## src/rtl/svl_pkg.sv

```systemverilog
// Package for the scaled velocity limiter: state encoding, register indexes,
// mode codes, sequencer control struct and a saturation helper.
// Depends on nothing; used by scaled_velocity_limiter.
`timescale 1ns / 1ps

package svl_pkg;

	localparam int DATA_W    = 32;
	localparam int RATE_W    = 31;
	localparam int FRAC_W    = 16;
	localparam int DIV_STEPS = 48;
	localparam int ACC_W     = 66;
	localparam int PROD_W    = 50;
	localparam int ADDR_W    = 5;

	// Operating modes; codes six and seven behave as out of service.
	localparam logic [2:0] MODE_OS   = 3'd0;
	localparam logic [2:0] MODE_MAN  = 3'd1;
	localparam logic [2:0] MODE_AUT  = 3'd2;
	localparam logic [2:0] MODE_CAS  = 3'd3;
	localparam logic [2:0] MODE_RCAS = 3'd4;
	localparam logic [2:0] MODE_ROUT = 3'd5;

	// Register indexes (byte address divided by four).
	localparam logic [2:0] REG_SP_HIGH  = 3'd0;
	localparam logic [2:0] REG_SP_LOW   = 3'd1;
	localparam logic [2:0] REG_OUT_HIGH = 3'd2;
	localparam logic [2:0] REG_OUT_LOW  = 3'd3;
	localparam logic [2:0] REG_RATE_UP  = 3'd4;
	localparam logic [2:0] REG_RATE_DN  = 3'd5;
	localparam logic [2:0] REG_BYPASS   = 3'd6;

	typedef enum logic [3:0] {
		S_IDLE,
		S_DIV,
		S_SCALE,
		S_MAP,
		S_UP,
		S_DN,
		S_APPLY,
		S_RANGE,
		S_DONE
	} state_t;

	typedef struct packed {
		logic accept;
		logic div_step;
		logic scale_ld;
		logic mul_step;
		logic map_ld;
		logic up_ld;
		logic apply;
		logic range_upd;
		logic res_ld;
	} ctrl_t;

	// Saturates a sign-extended value to 32-bit two's complement.
	function automatic logic [DATA_W-1:0] sat32(input logic signed [ACC_W-1:0] v);
		logic all_one;
		logic any_one;
		all_one = &v[ACC_W-2:DATA_W-1];
		any_one = |v[ACC_W-2:DATA_W-1];
		if (v[ACC_W-1] && !all_one)
			return {1'b1, {(DATA_W-1){1'b0}}};
		else if (!v[ACC_W-1] && any_one)
			return {1'b0, {(DATA_W-1){1'b1}}};
		else
			return v[DATA_W-1:0];
	endfunction

endpackage

```

## src/rtl/scaled_velocity_limiter.sv

```systemverilog
// Scaled velocity limiter top level: sequencer, divider, shared multiplier,
// configuration registers and result register.
// Depends on svl_pkg.
`timescale 1ns / 1ps

// One request on the input channel is one scan: a mode and candidate values.
// Each request gives exactly one result on the output channel, carrying the
// output, the setpoint, the applied change, the bad flag and four alarms.
// Both channels use valid and ready; configuration is to be written through the
// APB-style port only while the block is idle, which the block itself does not
// enforce, and every register reads back.
// Out of service, invalid mode and manual scans go from acceptance straight to
// the final step. Other scans run a restoring divider, one quotient bit per
// cycle, for the 48-bit range ratio quotient, then three products on a shared
// 33 x 17 bit multiplier, each built from three 16-bit slices of the ratio,
// then the limit and range steps (no range step in bypass). A new request is
// taken only once the sequencer has left its final step and is idle again.
//
// Reset loads the documented register defaults and clears output, setpoint,
// change and alarms. The result register frees the receiver side: while a
// result waits, the next request may be taken and worked on, and the sequencer
// only holds at its final step until the waiting result has been taken.
module scaled_velocity_limiter
	import svl_pkg::*;
(
	input  logic                     clk,
	input  logic                     arst_n,

	input  logic                     in_valid,
	output logic                     in_ready,
	input  logic [2:0]               mode,
	input  logic signed [DATA_W-1:0] cascade_sp,
	input  logic signed [DATA_W-1:0] remote_sp,
	input  logic signed [DATA_W-1:0] remote_out,
	input  logic signed [DATA_W-1:0] manual_out,
	input  logic                     operator_sp_write,
	input  logic signed [DATA_W-1:0] operator_sp,

	output logic                     out_valid,
	input  logic                     out_ready,
	output logic signed [DATA_W-1:0] out_value,
	output logic signed [DATA_W-1:0] sp_value,
	output logic signed [DATA_W-1:0] last_change,
	output logic                     bad_status,
	output logic                     alarm_rise,
	output logic                     alarm_fall,
	output logic                     alarm_low,
	output logic                     alarm_high,

	input  logic                     psel,
	input  logic                     penable,
	input  logic                     pwrite,
	input  logic [ADDR_W-1:0]        paddr,
	input  logic [DATA_W-1:0]        pwdata,
	output logic [DATA_W-1:0]        prdata,
	output logic                     pready
);

	state_t state_q, state_d;
	ctrl_t  ctrl;

	// Configuration registers.
	logic signed [DATA_W-1:0] sp_hi_q, sp_lo_q, out_hi_q, out_lo_q;
	logic [RATE_W-1:0]        rate_up_q, rate_dn_q;
	logic                     bypass_q;

	// Block state.
	logic signed [DATA_W-1:0] out_reg_q, sp_reg_q, change_q;
	logic [3:0]               flags_q;
	logic                     bad_q;

	// Sequencer counters.
	logic [5:0] div_cnt_q;
	logic [1:0] mul_cnt_q;

	// Datapath registers.
	logic [DIV_STEPS-1:0]     dvd_q;
	logic [DATA_W-1:0]        rem_q;
	logic signed [DATA_W-1:0] scale_q;
	logic signed [DATA_W:0]   dif_q;
	logic signed [ACC_W-1:0]  acc_q;
	logic signed [DATA_W-1:0] mapped_q;
	logic signed [PROD_W-1:0] up_q;

	// Result register.
	logic                     res_valid_q;
	logic signed [DATA_W-1:0] res_out_q, res_sp_q, res_change_q;
	logic                     res_bad_q;
	logic [3:0]               res_flags_q;

	logic cfg_wr;
	logic in_bad;
	logic done_free;

	assign pready   = 1'b1;
	assign cfg_wr   = psel && penable && pwrite;
	assign in_ready = (state_q == S_IDLE);
	assign in_bad   = (mode == MODE_OS) || (mode > MODE_ROUT);
	assign done_free = !res_valid_q || out_ready;

	// ---------------------------------------------------------------- spans
	logic signed [DATA_W:0] num_w, den_w;
	logic [DATA_W-1:0]      num_mag, den_mag;
	logic                   den_zero;

	always_comb begin
		logic signed [DATA_W:0] num_neg;
		logic signed [DATA_W:0] den_neg;
		num_w    = {out_hi_q[DATA_W-1], out_hi_q} - {out_lo_q[DATA_W-1], out_lo_q};
		den_w    = {sp_hi_q[DATA_W-1], sp_hi_q} - {sp_lo_q[DATA_W-1], sp_lo_q};
		num_neg  = -num_w;
		den_neg  = -den_w;
		num_mag  = num_w[DATA_W] ? num_neg[DATA_W-1:0] : num_w[DATA_W-1:0];
		den_mag  = den_w[DATA_W] ? den_neg[DATA_W-1:0] : den_w[DATA_W-1:0];
		den_zero = (den_w == '0);
	end

	// -------------------------------------------------------------- divider
	logic [DATA_W:0]     rem_sh, rem_sub;
	logic [DATA_W-1:0]   rem_d;
	logic [DIV_STEPS-1:0] dvd_d;

	always_comb begin
		rem_sh  = {rem_q, dvd_q[DIV_STEPS-1]};
		rem_sub = rem_sh - {1'b0, den_mag};
		if (!rem_sub[DATA_W]) begin
			rem_d = rem_sub[DATA_W-1:0];
			dvd_d = {dvd_q[DIV_STEPS-2:0], 1'b1};
		end else begin
			rem_d = rem_sh[DATA_W-1:0];
			dvd_d = {dvd_q[DIV_STEPS-2:0], 1'b0};
		end
	end

	// Signed, saturated Q16.16 ratio from the unsigned quotient.
	logic signed [DATA_W-1:0] scale_d;

	always_comb begin
		logic quo_neg;
		quo_neg = num_w[DATA_W] ^ den_w[DATA_W];
		if (den_zero) begin
			if (num_w == '0)
				scale_d = '0;
			else if (num_w[DATA_W])
				scale_d = {1'b1, {(DATA_W-1){1'b0}}};
			else
				scale_d = {1'b0, {(DATA_W-1){1'b1}}};
		end else if (!quo_neg) begin
			if (|dvd_q[DIV_STEPS-1:DATA_W-1])
				scale_d = {1'b0, {(DATA_W-1){1'b1}}};
			else
				scale_d = dvd_q[DATA_W-1:0];
		end else begin
			if ((|dvd_q[DIV_STEPS-1:DATA_W]) ||
					(dvd_q[DATA_W-1] && (|dvd_q[DATA_W-2:0])))
				scale_d = {1'b1, {(DATA_W-1){1'b0}}};
			else
				scale_d = -dvd_q[DATA_W-1:0];
		end
	end

	// ----------------------------------------------------------- multiplier
	// The 33-bit operand times one 16-bit slice of the ratio per cycle, top
	// slice first, accumulated with a 16-bit shift.
	logic signed [DATA_W:0]   mul_a;
	logic signed [16:0]       mul_b;
	logic signed [PROD_W-1:0] prod;
	logic signed [ACC_W-1:0]  acc_d;
	logic [DIV_STEPS-1:0]     scale_ext;

	always_comb begin
		case (state_q)
			S_MAP:   mul_a = dif_q;
			S_UP:    mul_a = {2'b00, rate_up_q};
			default: mul_a = {2'b00, rate_dn_q};
		endcase
	end

	assign scale_ext = {{(DIV_STEPS-DATA_W){scale_q[DATA_W-1]}}, scale_q};

	always_comb begin
		case (mul_cnt_q)
			2'd0:    mul_b = {scale_ext[47], scale_ext[47:32]};
			2'd1:    mul_b = {1'b0, scale_ext[31:16]};
			default: mul_b = {1'b0, scale_ext[15:0]};
		endcase
	end

	assign prod = mul_a * mul_b;

	always_comb begin
		logic signed [ACC_W-1:0] acc_sh;
		acc_sh = (mul_cnt_q == 2'd0) ? '0 : {acc_q[ACC_W-FRAC_W-1:0], {FRAC_W{1'b0}}};
		acc_d  = acc_sh + {{(ACC_W-PROD_W){prod[PROD_W-1]}}, prod};
	end

	// Floor of the finished product divided by 2^16.
	logic signed [PROD_W-1:0] acc_fl;
	assign acc_fl = acc_q[ACC_W-1:FRAC_W];

	// -------------------------------------------------------- limiter steps
	logic [DATA_W-1:0]        mapped_d;
	logic signed [PROD_W-1:0] diff_w, neg_dn, change_w;
	logic                     rise, fall;
	logic signed [DATA_W-1:0] change_d, new_out;

	always_comb begin
		mapped_d = sat32({{(ACC_W-PROD_W){acc_fl[PROD_W-1]}}, acc_fl} +
			{{(ACC_W-DATA_W){out_lo_q[DATA_W-1]}}, out_lo_q});
		diff_w = {{(PROD_W-DATA_W){mapped_q[DATA_W-1]}}, mapped_q} -
			{{(PROD_W-DATA_W){out_reg_q[DATA_W-1]}}, out_reg_q};
		neg_dn = -acc_fl;
		rise   = diff_w > up_q;
		fall   = !rise && (diff_w < neg_dn);
		if (rise)
			change_w = up_q;
		else if (fall)
			change_w = neg_dn;
		else
			change_w = diff_w;
		change_d = sat32({{(ACC_W-PROD_W){change_w[PROD_W-1]}}, change_w});
		new_out  = sat32({{(ACC_W-DATA_W){out_reg_q[DATA_W-1]}}, out_reg_q} +
			{{(ACC_W-DATA_W){change_q[DATA_W-1]}}, change_q});
	end

	// ------------------------------------------------------------ sequencer
	always_comb begin
		state_d = state_q;
		unique case (state_q)
			S_IDLE: begin
				if (in_valid) begin
					if (in_bad || mode == MODE_MAN)
						state_d = S_DONE;
					else
						state_d = S_DIV;
				end
			end
			S_DIV: begin
				if (div_cnt_q == 6'(DIV_STEPS - 1))
					state_d = S_SCALE;
			end
			S_SCALE: state_d = S_MAP;
			S_MAP: begin
				if (mul_cnt_q == 2'd2)
					state_d = S_UP;
			end
			S_UP: begin
				if (mul_cnt_q == 2'd2)
					state_d = S_DN;
			end
			S_DN: begin
				if (mul_cnt_q == 2'd2)
					state_d = S_APPLY;
			end
			S_APPLY: state_d = bypass_q ? S_DONE : S_RANGE;
			S_RANGE: state_d = S_DONE;
			S_DONE: begin
				if (done_free)
					state_d = S_IDLE;
			end
			default: state_d = S_IDLE;
		endcase
	end

	always_comb begin
		ctrl = '0;
		unique case (state_q)
			S_IDLE:  ctrl.accept = in_valid;
			S_DIV:   ctrl.div_step = 1'b1;
			S_SCALE: ctrl.scale_ld = 1'b1;
			S_MAP:   ctrl.mul_step = 1'b1;
			S_UP: begin
				ctrl.mul_step = 1'b1;
				ctrl.map_ld   = (mul_cnt_q == 2'd0);
			end
			S_DN: begin
				ctrl.mul_step = 1'b1;
				ctrl.up_ld    = (mul_cnt_q == 2'd0);
			end
			S_APPLY: ctrl.apply = 1'b1;
			S_RANGE: ctrl.range_upd = 1'b1;
			S_DONE:  ctrl.res_ld = done_free;
			default: ctrl = '0;
		endcase
	end

	// ------------------------------------------------ control state, reset
	always_ff @(posedge clk or negedge arst_n) begin
		if (!arst_n) begin
			state_q     <= S_IDLE;
			div_cnt_q   <= '0;
			mul_cnt_q   <= '0;
			res_valid_q <= 1'b0;
			sp_hi_q     <= 32'sd6553600;
			sp_lo_q     <= '0;
			out_hi_q    <= 32'sd6553600;
			out_lo_q    <= '0;
			rate_up_q   <= RATE_W'(65536);
			rate_dn_q   <= RATE_W'(65536);
			bypass_q    <= 1'b0;
			out_reg_q   <= '0;
			sp_reg_q    <= '0;
			change_q    <= '0;
			flags_q     <= '0;
			bad_q       <= 1'b0;
		end else begin
			state_q <= state_d;

			if (ctrl.accept)
				div_cnt_q <= '0;
			else if (ctrl.div_step)
				div_cnt_q <= div_cnt_q + 6'd1;

			if (ctrl.mul_step)
				mul_cnt_q <= (mul_cnt_q == 2'd2) ? 2'd0 : mul_cnt_q + 2'd1;
			else
				mul_cnt_q <= '0;

			if (ctrl.res_ld)
				res_valid_q <= 1'b1;
			else if (out_ready)
				res_valid_q <= 1'b0;

			if (cfg_wr) begin
				unique case (paddr[4:2])
					REG_SP_HIGH:  sp_hi_q   <= pwdata;
					REG_SP_LOW:   sp_lo_q   <= pwdata;
					REG_OUT_HIGH: out_hi_q  <= pwdata;
					REG_OUT_LOW:  out_lo_q  <= pwdata;
					REG_RATE_UP:  rate_up_q <= pwdata[RATE_W-1:0];
					REG_RATE_DN:  rate_dn_q <= pwdata[RATE_W-1:0];
					REG_BYPASS:   bypass_q  <= pwdata[0];
					default: ;
				endcase
			end

			if (ctrl.accept) begin
				bad_q <= in_bad;
				if (!in_bad) begin
					case (mode)
						MODE_CAS:  sp_reg_q <= cascade_sp;
						MODE_RCAS: sp_reg_q <= remote_sp;
						MODE_MAN, MODE_AUT: begin
							if (operator_sp_write)
								sp_reg_q <= operator_sp;
						end
						default: ;
					endcase
					if (mode == MODE_ROUT)
						out_reg_q <= remote_out;
					else if (mode == MODE_MAN)
						out_reg_q <= manual_out;
				end
			end

			if (ctrl.apply) begin
				if (bypass_q) begin
					out_reg_q <= mapped_q;
				end else begin
					change_q   <= change_d;
					flags_q[0] <= rise;
					// A rise limit leaves the fall alarm as it was.
					if (!rise)
						flags_q[1] <= fall;
				end
			end

			if (ctrl.range_upd) begin
				out_reg_q  <= new_out;
				flags_q[2] <= (new_out <= out_lo_q);
				flags_q[3] <= (new_out >= out_hi_q);
			end
		end
	end

	// ------------------------------------------------------- payload regs
	always_ff @(posedge clk) begin
		if (ctrl.accept) begin
			dvd_q <= {num_mag, {FRAC_W{1'b0}}};
			rem_q <= '0;
		end else if (ctrl.div_step) begin
			dvd_q <= dvd_d;
			rem_q <= rem_d;
		end

		if (ctrl.scale_ld) begin
			scale_q <= scale_d;
			dif_q   <= {sp_reg_q[DATA_W-1], sp_reg_q} - {sp_lo_q[DATA_W-1], sp_lo_q};
		end

		if (ctrl.mul_step)
			acc_q <= acc_d;
		if (ctrl.map_ld)
			mapped_q <= mapped_d;
		if (ctrl.up_ld)
			up_q <= acc_fl;

		if (ctrl.res_ld) begin
			res_out_q    <= out_reg_q;
			res_sp_q     <= sp_reg_q;
			res_change_q <= change_q;
			res_bad_q    <= bad_q;
			res_flags_q  <= flags_q;
		end
	end

	// ------------------------------------------------------------ read back
	always_comb begin
		unique case (paddr[4:2])
			REG_SP_HIGH:  prdata = sp_hi_q;
			REG_SP_LOW:   prdata = sp_lo_q;
			REG_OUT_HIGH: prdata = out_hi_q;
			REG_OUT_LOW:  prdata = out_lo_q;
			REG_RATE_UP:  prdata = {1'b0, rate_up_q};
			REG_RATE_DN:  prdata = {1'b0, rate_dn_q};
			REG_BYPASS:   prdata = {{(DATA_W-1){1'b0}}, bypass_q};
			default:      prdata = '0;
		endcase
	end

	assign out_valid   = res_valid_q;
	assign out_value   = res_out_q;
	assign sp_value    = res_sp_q;
	assign last_change = res_change_q;
	assign bad_status  = res_bad_q;
	assign alarm_rise  = res_flags_q[0];
	assign alarm_fall  = res_flags_q[1];
	assign alarm_low   = res_flags_q[2];
	assign alarm_high  = res_flags_q[3];

`ifndef NO_ASSERTIONS
	// An accepted request keeps the block busy for at least the next cycle.
	a_busy_after_accept: assert property (@(posedge clk) disable iff (!arst_n)
		in_valid && in_ready |=> !in_ready)
		else $error("request accepted while previous scan still running");

	// A new result only ever comes from the final sequencer step.
	a_result_from_done: assert property (@(posedge clk) disable iff (!arst_n)
		$rose(res_valid_q) |-> $past(state_q) == S_DONE)
		else $error("result register loaded outside the final step");

	// The multiplier slice counter only runs through three slices.
	a_mul_cnt_range: assert property (@(posedge clk) disable iff (!arst_n)
		mul_cnt_q != 2'd3)
		else $error("multiplier slice counter out of range");
`endif

endmodule
```

## config.mk

```make
export PLATFORM = sky130hd
export DESIGN_NAME = scaled_velocity_limiter
export DESIGN_NICKNAME = d
export VERILOG_FILES = /design/src/rtl/svl_pkg.sv /design/src/rtl/scaled_velocity_limiter.sv
export SDC_FILE = /design/constraint.sdc
export NUM_CORES = 2
export LEC_CHECK = 0
export ABC_CLOCK_PERIOD_IN_PS = 13400
export BUFFER_PORTS_ARGS = -buffer_cell sky130_fd_sc_hd__buf_2
export CAP_MARGIN = 20
export CORE_UTILIZATION = 60
export CTS_CLUSTER_DIAMETER = 30
export DETAILED_ROUTE_END_ITERATION = 12
export GPL_TIMING_DRIVEN = 0
export PLACE_DENSITY = 0.77
export SKIP_LAST_GASP = 1
export SYNTH_ARGS = -nofsm -noshare
export SYNTH_HDL_FRONTEND = slang
export SYNTH_SLANG_ARGS = --single-unit
```

## constraint.sdc

```tcl
create_clock -name clk -period 13.4 [get_ports clk]
set_input_delay 2.01 -clock clk [delete_from_list [all_inputs] [get_ports clk]]
set_output_delay 2.01 -clock clk [all_outputs]
set_load 0.005 [all_outputs]
```

-- Word-level counts from Yosys, hierarchy flattened
Cells that the tools add are included.
- flip-flop bits (word level): 699
- input bits: 208
- muxes and demuxes: 56
- equality and inequality tests: 29
- order comparisons: 5
- reductions and logical operators: 53
- multipliers: 1
- add/subtract/negate cells: 14
- bitwise logic cells: 4
- operators by type and width (operator ; number):
    2-to-1 mux 32 bit ; 22
    case mux 32 bit (7 select lines) ; 1
    subtractor 32 x 32 -> 33 bit ; 4
    2-to-1 mux 50 bit ; 2
    2-to-1 mux 48 bit ; 2
    negator 32 bit ; 3
    case mux 32 bit (3 select lines) ; 1
    AND reduction 34 bit ; 2
    OR reduction 34 bit ; 2
    adder 66 bit ; 1
    logical NOT 33 bit ; 2
    2-to-1 mux 66 bit ; 1
    case mux 33 bit (2 select lines) ; 1
    adder 50 x 32 -> 51 bit ; 1
    greater-than comparator 33 x 50 -> 1 bit ; 1
    < comparator 33 x 50 -> 1 bit ; 1
    multiplier 33 x 17 -> 50 bit ; 1
    negator 50 bit ; 1
    case mux 4 bit (9 select lines) ; 1
    case mux 17 bit (2 select lines) ; 1
    adder 32 x 32 -> 33 bit ; 1
    subtractor 33 x 32 -> 33 bit ; 1
    >= comparator 32 bit ; 1
    less-or-equal comparator 32 bit ; 1
    other kinds (39) ; 107

-- Logic depth before layout (Yosys ltp)
- word-level depth: 10
- mapped depth: 49
- mapped depth without buffers: 46

-- Worst setup path before layout
No wires, ideal clock.
- kind: reg-to-reg
- from: register state_q[1]
- to: register acc_q[65], data pin
- path slack: 2.590 ns
- path buffers: 4
- clock period less this slack: 10.810 ns
- data arrival time: 10.542 ns
- stages on the path, launching flop included: 47
- cells stage by stage: dfrtp_1 clkbuf_1 nand2_1 nor3_1 clkbuf_1 buf_1 a22oi_1 nand2_1 clkbuf_1 nand2_1 fa_1 inv_1 fa_1 fa_1 fa_1 fa_1 inv_1 fa_1 [11 not listed] a21boi_0 o21a_1 nor2_1 xnor2_1 ha_1 a21oi_1 o21ai_0 a31o_2 a221o_1 a21o_1 nand4_1 a31oi_1 mux2i_1 a21o_1 nand4_1 a2111oi_0 a211oi_1 xor2_1
- word-level cells in the longest chain between the ends: 4
- RTL lines (what ; RTL line ; source):
    start, declared ; scaled_velocity_limiter.sv:59 ; state_t state_q, state_d;
    start signal, assigned ; scaled_velocity_limiter.sv:307 ; state_q <= state_d;
    == test 4 x 3 -> 1 bit / == test 4 x 2 -> 1 bit (equally long branches) ; scaled_velocity_limiter.sv:172 ; case (state_q)
    case mux 33 bit (2 select lines) (*) ; scaled_velocity_limiter.sv:172 ;
    multiplier 33 x 17 -> 50 bit (*) ; scaled_velocity_limiter.sv:189 ; assign prod = mul_a * mul_b;
    adder 66 bit (*) ; scaled_velocity_limiter.sv:194 ; acc_d = acc_sh + {{(ACC_W-PROD_W){prod[PROD_W-1]}}, prod};
    via acc_d[65] ; scaled_velocity_limiter.sv:168 ; logic signed [ACC_W-1:0] acc_d;
    end signal, assigned ; scaled_velocity_limiter.sv:392 ; acc_q <= acc_d;
    end, declared ; scaled_velocity_limiter.sv:81 ; logic signed [ACC_W-1:0] acc_q;
Mark *: on every way through the listed nets, which the timed path passes. The rest lies on a longest branch.
A chain may end at the register's enable or synchronous reset.

-- Final worst setup path
- from: register state_q[3]
- to: register acc_q[65], data pin
Same word-level chain as after synthesis.

==> reports/results.txt <==
run status: completed
Reg area: 18990 um^2
CP max stage cell: fa_1
Port Buffer Count: 337
Syn Nets: 9050
CTS tree: yes
most frequent cell after synthesis: nand2_1
commonest cells in the netlist: nand2_1, inv_1, nor2_1, ha_1, fa_1
CTS root buffer: clkbuf_16
Hold Startpoint: sp_reg_q[0]
fin. max-slew vios: 0
total grt overflow: 0
final critical-path share of the clock period: 0.9703
initial antenna violation count: 26
later-pin clock latency in the skew report: 0.82 ns
overall global routing resource usage: 0.4481
hold crit path type: register to register
final weighted congestion in routability-driven placement: 1.070
Yosys reg bits: 699
RR Startpoint: state_q[3]
EDFF count, synth: 346
Final Util: 0.6950
H-tree depth: 4
die span in x: 341.4 um
share of cells above drive strength 1: 0.1021
# IOs: 344
share of the synthesized area in the top cell type: 0.1576
crit path time final: 13.00 ns
Pre-Repair DR Iteration Count: 8
area grow syn2layout: 14.85%
# hold bufs at CTS: 0
crit path kind: register to register
# rows: 124
die height: 341.4 um
core area: 114200 um^2
FILL cells: 8959
Post-Syn Area per Cell: 8.942 um^2
max-cap violations: 0
Min Hold Slack: 0.4537 ns
critical path arrival: 13.49 ns
remaining antenna violation count: 0
post-synthesis async set-or-reset flop share: 0.4363
Worst slew margin: 0.1367
Worst Setup End Kind: register
buffers from clock root to sink, at most: 3
Sink Count: 699
Worst Skew: 0.07872 ns
net count reported at finish: 9577
Initial Util: 0.6051
number of global-route vias before repair: 62600
vias per cell: 6.383
Max Clk Rate: 0.07691 GHz
area of the multi-input gates: 46030 um^2
leading area contributor after synthesis: fa_1
Detailed Route WL: 262200 um
main area contributors after synthesis: fa_1, edfxtp_1, dfrtp_1
DRC viols: 0
via count: 63320
crit path launch: state_q[3]
Hold Vio Cnt, Final: 0
RSZ-0062 raised after global routing: no
dpl hpwl: 212400 um
TritonCTS buffer count: 164
Avg WL per Cell: 26.43 um
Final Worst Setup Slack: 0.3975 ns
delay of the slowest critical-path stage: 0.68 ns
Tightest Pin Transition: 1.295 ns
most frequent CP cell: fa_1
WP data required: 13.88 ns
largest net degree at the start of global routing: 89
Syn Inst Count: 7727
synth warn: 0
Syn Std Cell Area: 69100 um^2
first-pass GRT wire length: 385800 um
Post-Layout Inst Area: 79360 um^2
distinct cell type count after synthesis: 88
post-placement cell area: 73120 um^2
CTS clk-pin slew, worst paths: 0.06 ns
crit path max fanout: 10
Setup Slack @ Placement: -0.4566 ns
Main synth FF type: edfxtp_1
Seq/Total Area, Yosys: 0.2749
Die ar.: 116500 um^2
DRT iter0 DRCs: 7007
final setup fails: 0
CP Launch Type: register
sequential cells by signal, summed over array words and instances, names as in the netlist, 33 cells and up:
name	flops
acc_q	66
up_q	50
dvd_q	48
dif_q	33
area by class of cell:
type	instances	share of cell area
diodes	12	0.0003784
clock inverters	112	0.02029
flip-flops and latches	699	0.2393
well taps	1512	0.02384
clock buffers	197	0.05600
inverters	806	0.03812
plain buffers	314	0.01533
multi-input cells	5902	0.5800
repair buffers	367	0.02669
cell usage in the layout, fill, tap and decap left out, drive strengths merged, types with 29 or more instances in the layout:
master and n:
a211oi 69, a21o 168, a21oi 441, a221o 29, a22o 39, a22oi 161
a31oi 49, and2 101, and3 34, buf 377, clkbuf 501, clkinv 60
dfrtp 297, dfxtp 48, edfxtp 346, fa 544, ha 571, inv 814
mux2 100, nand2 957, nand2b 74, nand3 138, nand4 81, nor2 613
nor2b 84, nor3 116, nor4 42, o211ai 52, o21a 76, o21ai 483
o21bai 50, o22ai 31, or3 46, xnor2 250, xor2 167
path summary, 6_finish.rpt:
kind	endpoint	slack (ns)	depth (start not counted)
setup / recovery	acc_q[65]	0.40	41
hold / removal	sp_value[0]	0.45	0
setup reg to reg	acc_q[65]	0.40	41
hold reg to reg	sp_value[0]	0.45	0
max in group asynchronous	sp_reg_q[2]	10.83	3
min in group asynchronous	out_reg_q[31]	1.11	1
what timing repair did:
item / 4_1_cts / 5_1_grt
resized for setup: 5 / 39
pin swaps: 0 / 2
setup buffers: 0 / 3
setup endpoints to repair: 9 / 15
cell families (layout without fill, tap and decap cells):
logic type,Yosys count,count (layout),share of synthesized area
compound gates,1867,1867,0.1736
other cells,1,13,0.00005427
xor+xnor,418,418,0.05318
flops,699,699,0.2749
simple gates,2374,2374,0.1555
fa+ha+maj,1115,1115,0.2610
mux,127,127,0.02021
buf+inv,1126,1796,0.06157
per-stage QoR:
| stage | TNS, ns | std cells |
|---|---|---|
| 3_5_place_dp | -1.611 | 9602 |
| 2_1_floorplan | 0 | 7727 |
| 4_1_cts | -0.02866 | 9911 |
| 3_3_place_gp | -5.816 | 9576 |
| 5_1_grt | 0 | 9910 |
| 6_report | 0 | 9921 |
worst max-delay path: cells and delay by family (launching register included):
| family | cells | cell delay (ns) |
|---|---|---|
| AOI/OAI and AO/OA | 18 | 4.45 |
| adders and majority gates | 8 | 4.12 |
| and+or+nand+nor | 8 | 1.80 |
| buffers and inverters | 5 | 1.23 |
| DFF | 1 | 0.51 |
| muxes | 1 | 0.37 |
| xor gates and xnor gates | 1 | 0.16 |
per-layer routing:
metal,part of all wire,up-vias,track usage
met4,0.087,18,0.3368
met2,0.44,3830,0.6816
met3,0.12,976,0.1261
li1,-,27920,-
met1,0.36,30580,0.5417
met5,0.00094,-,0.008170
Power is not shown: default switching activity piles up to over one toggle a cycle in this logic, so the estimate is an artifact.
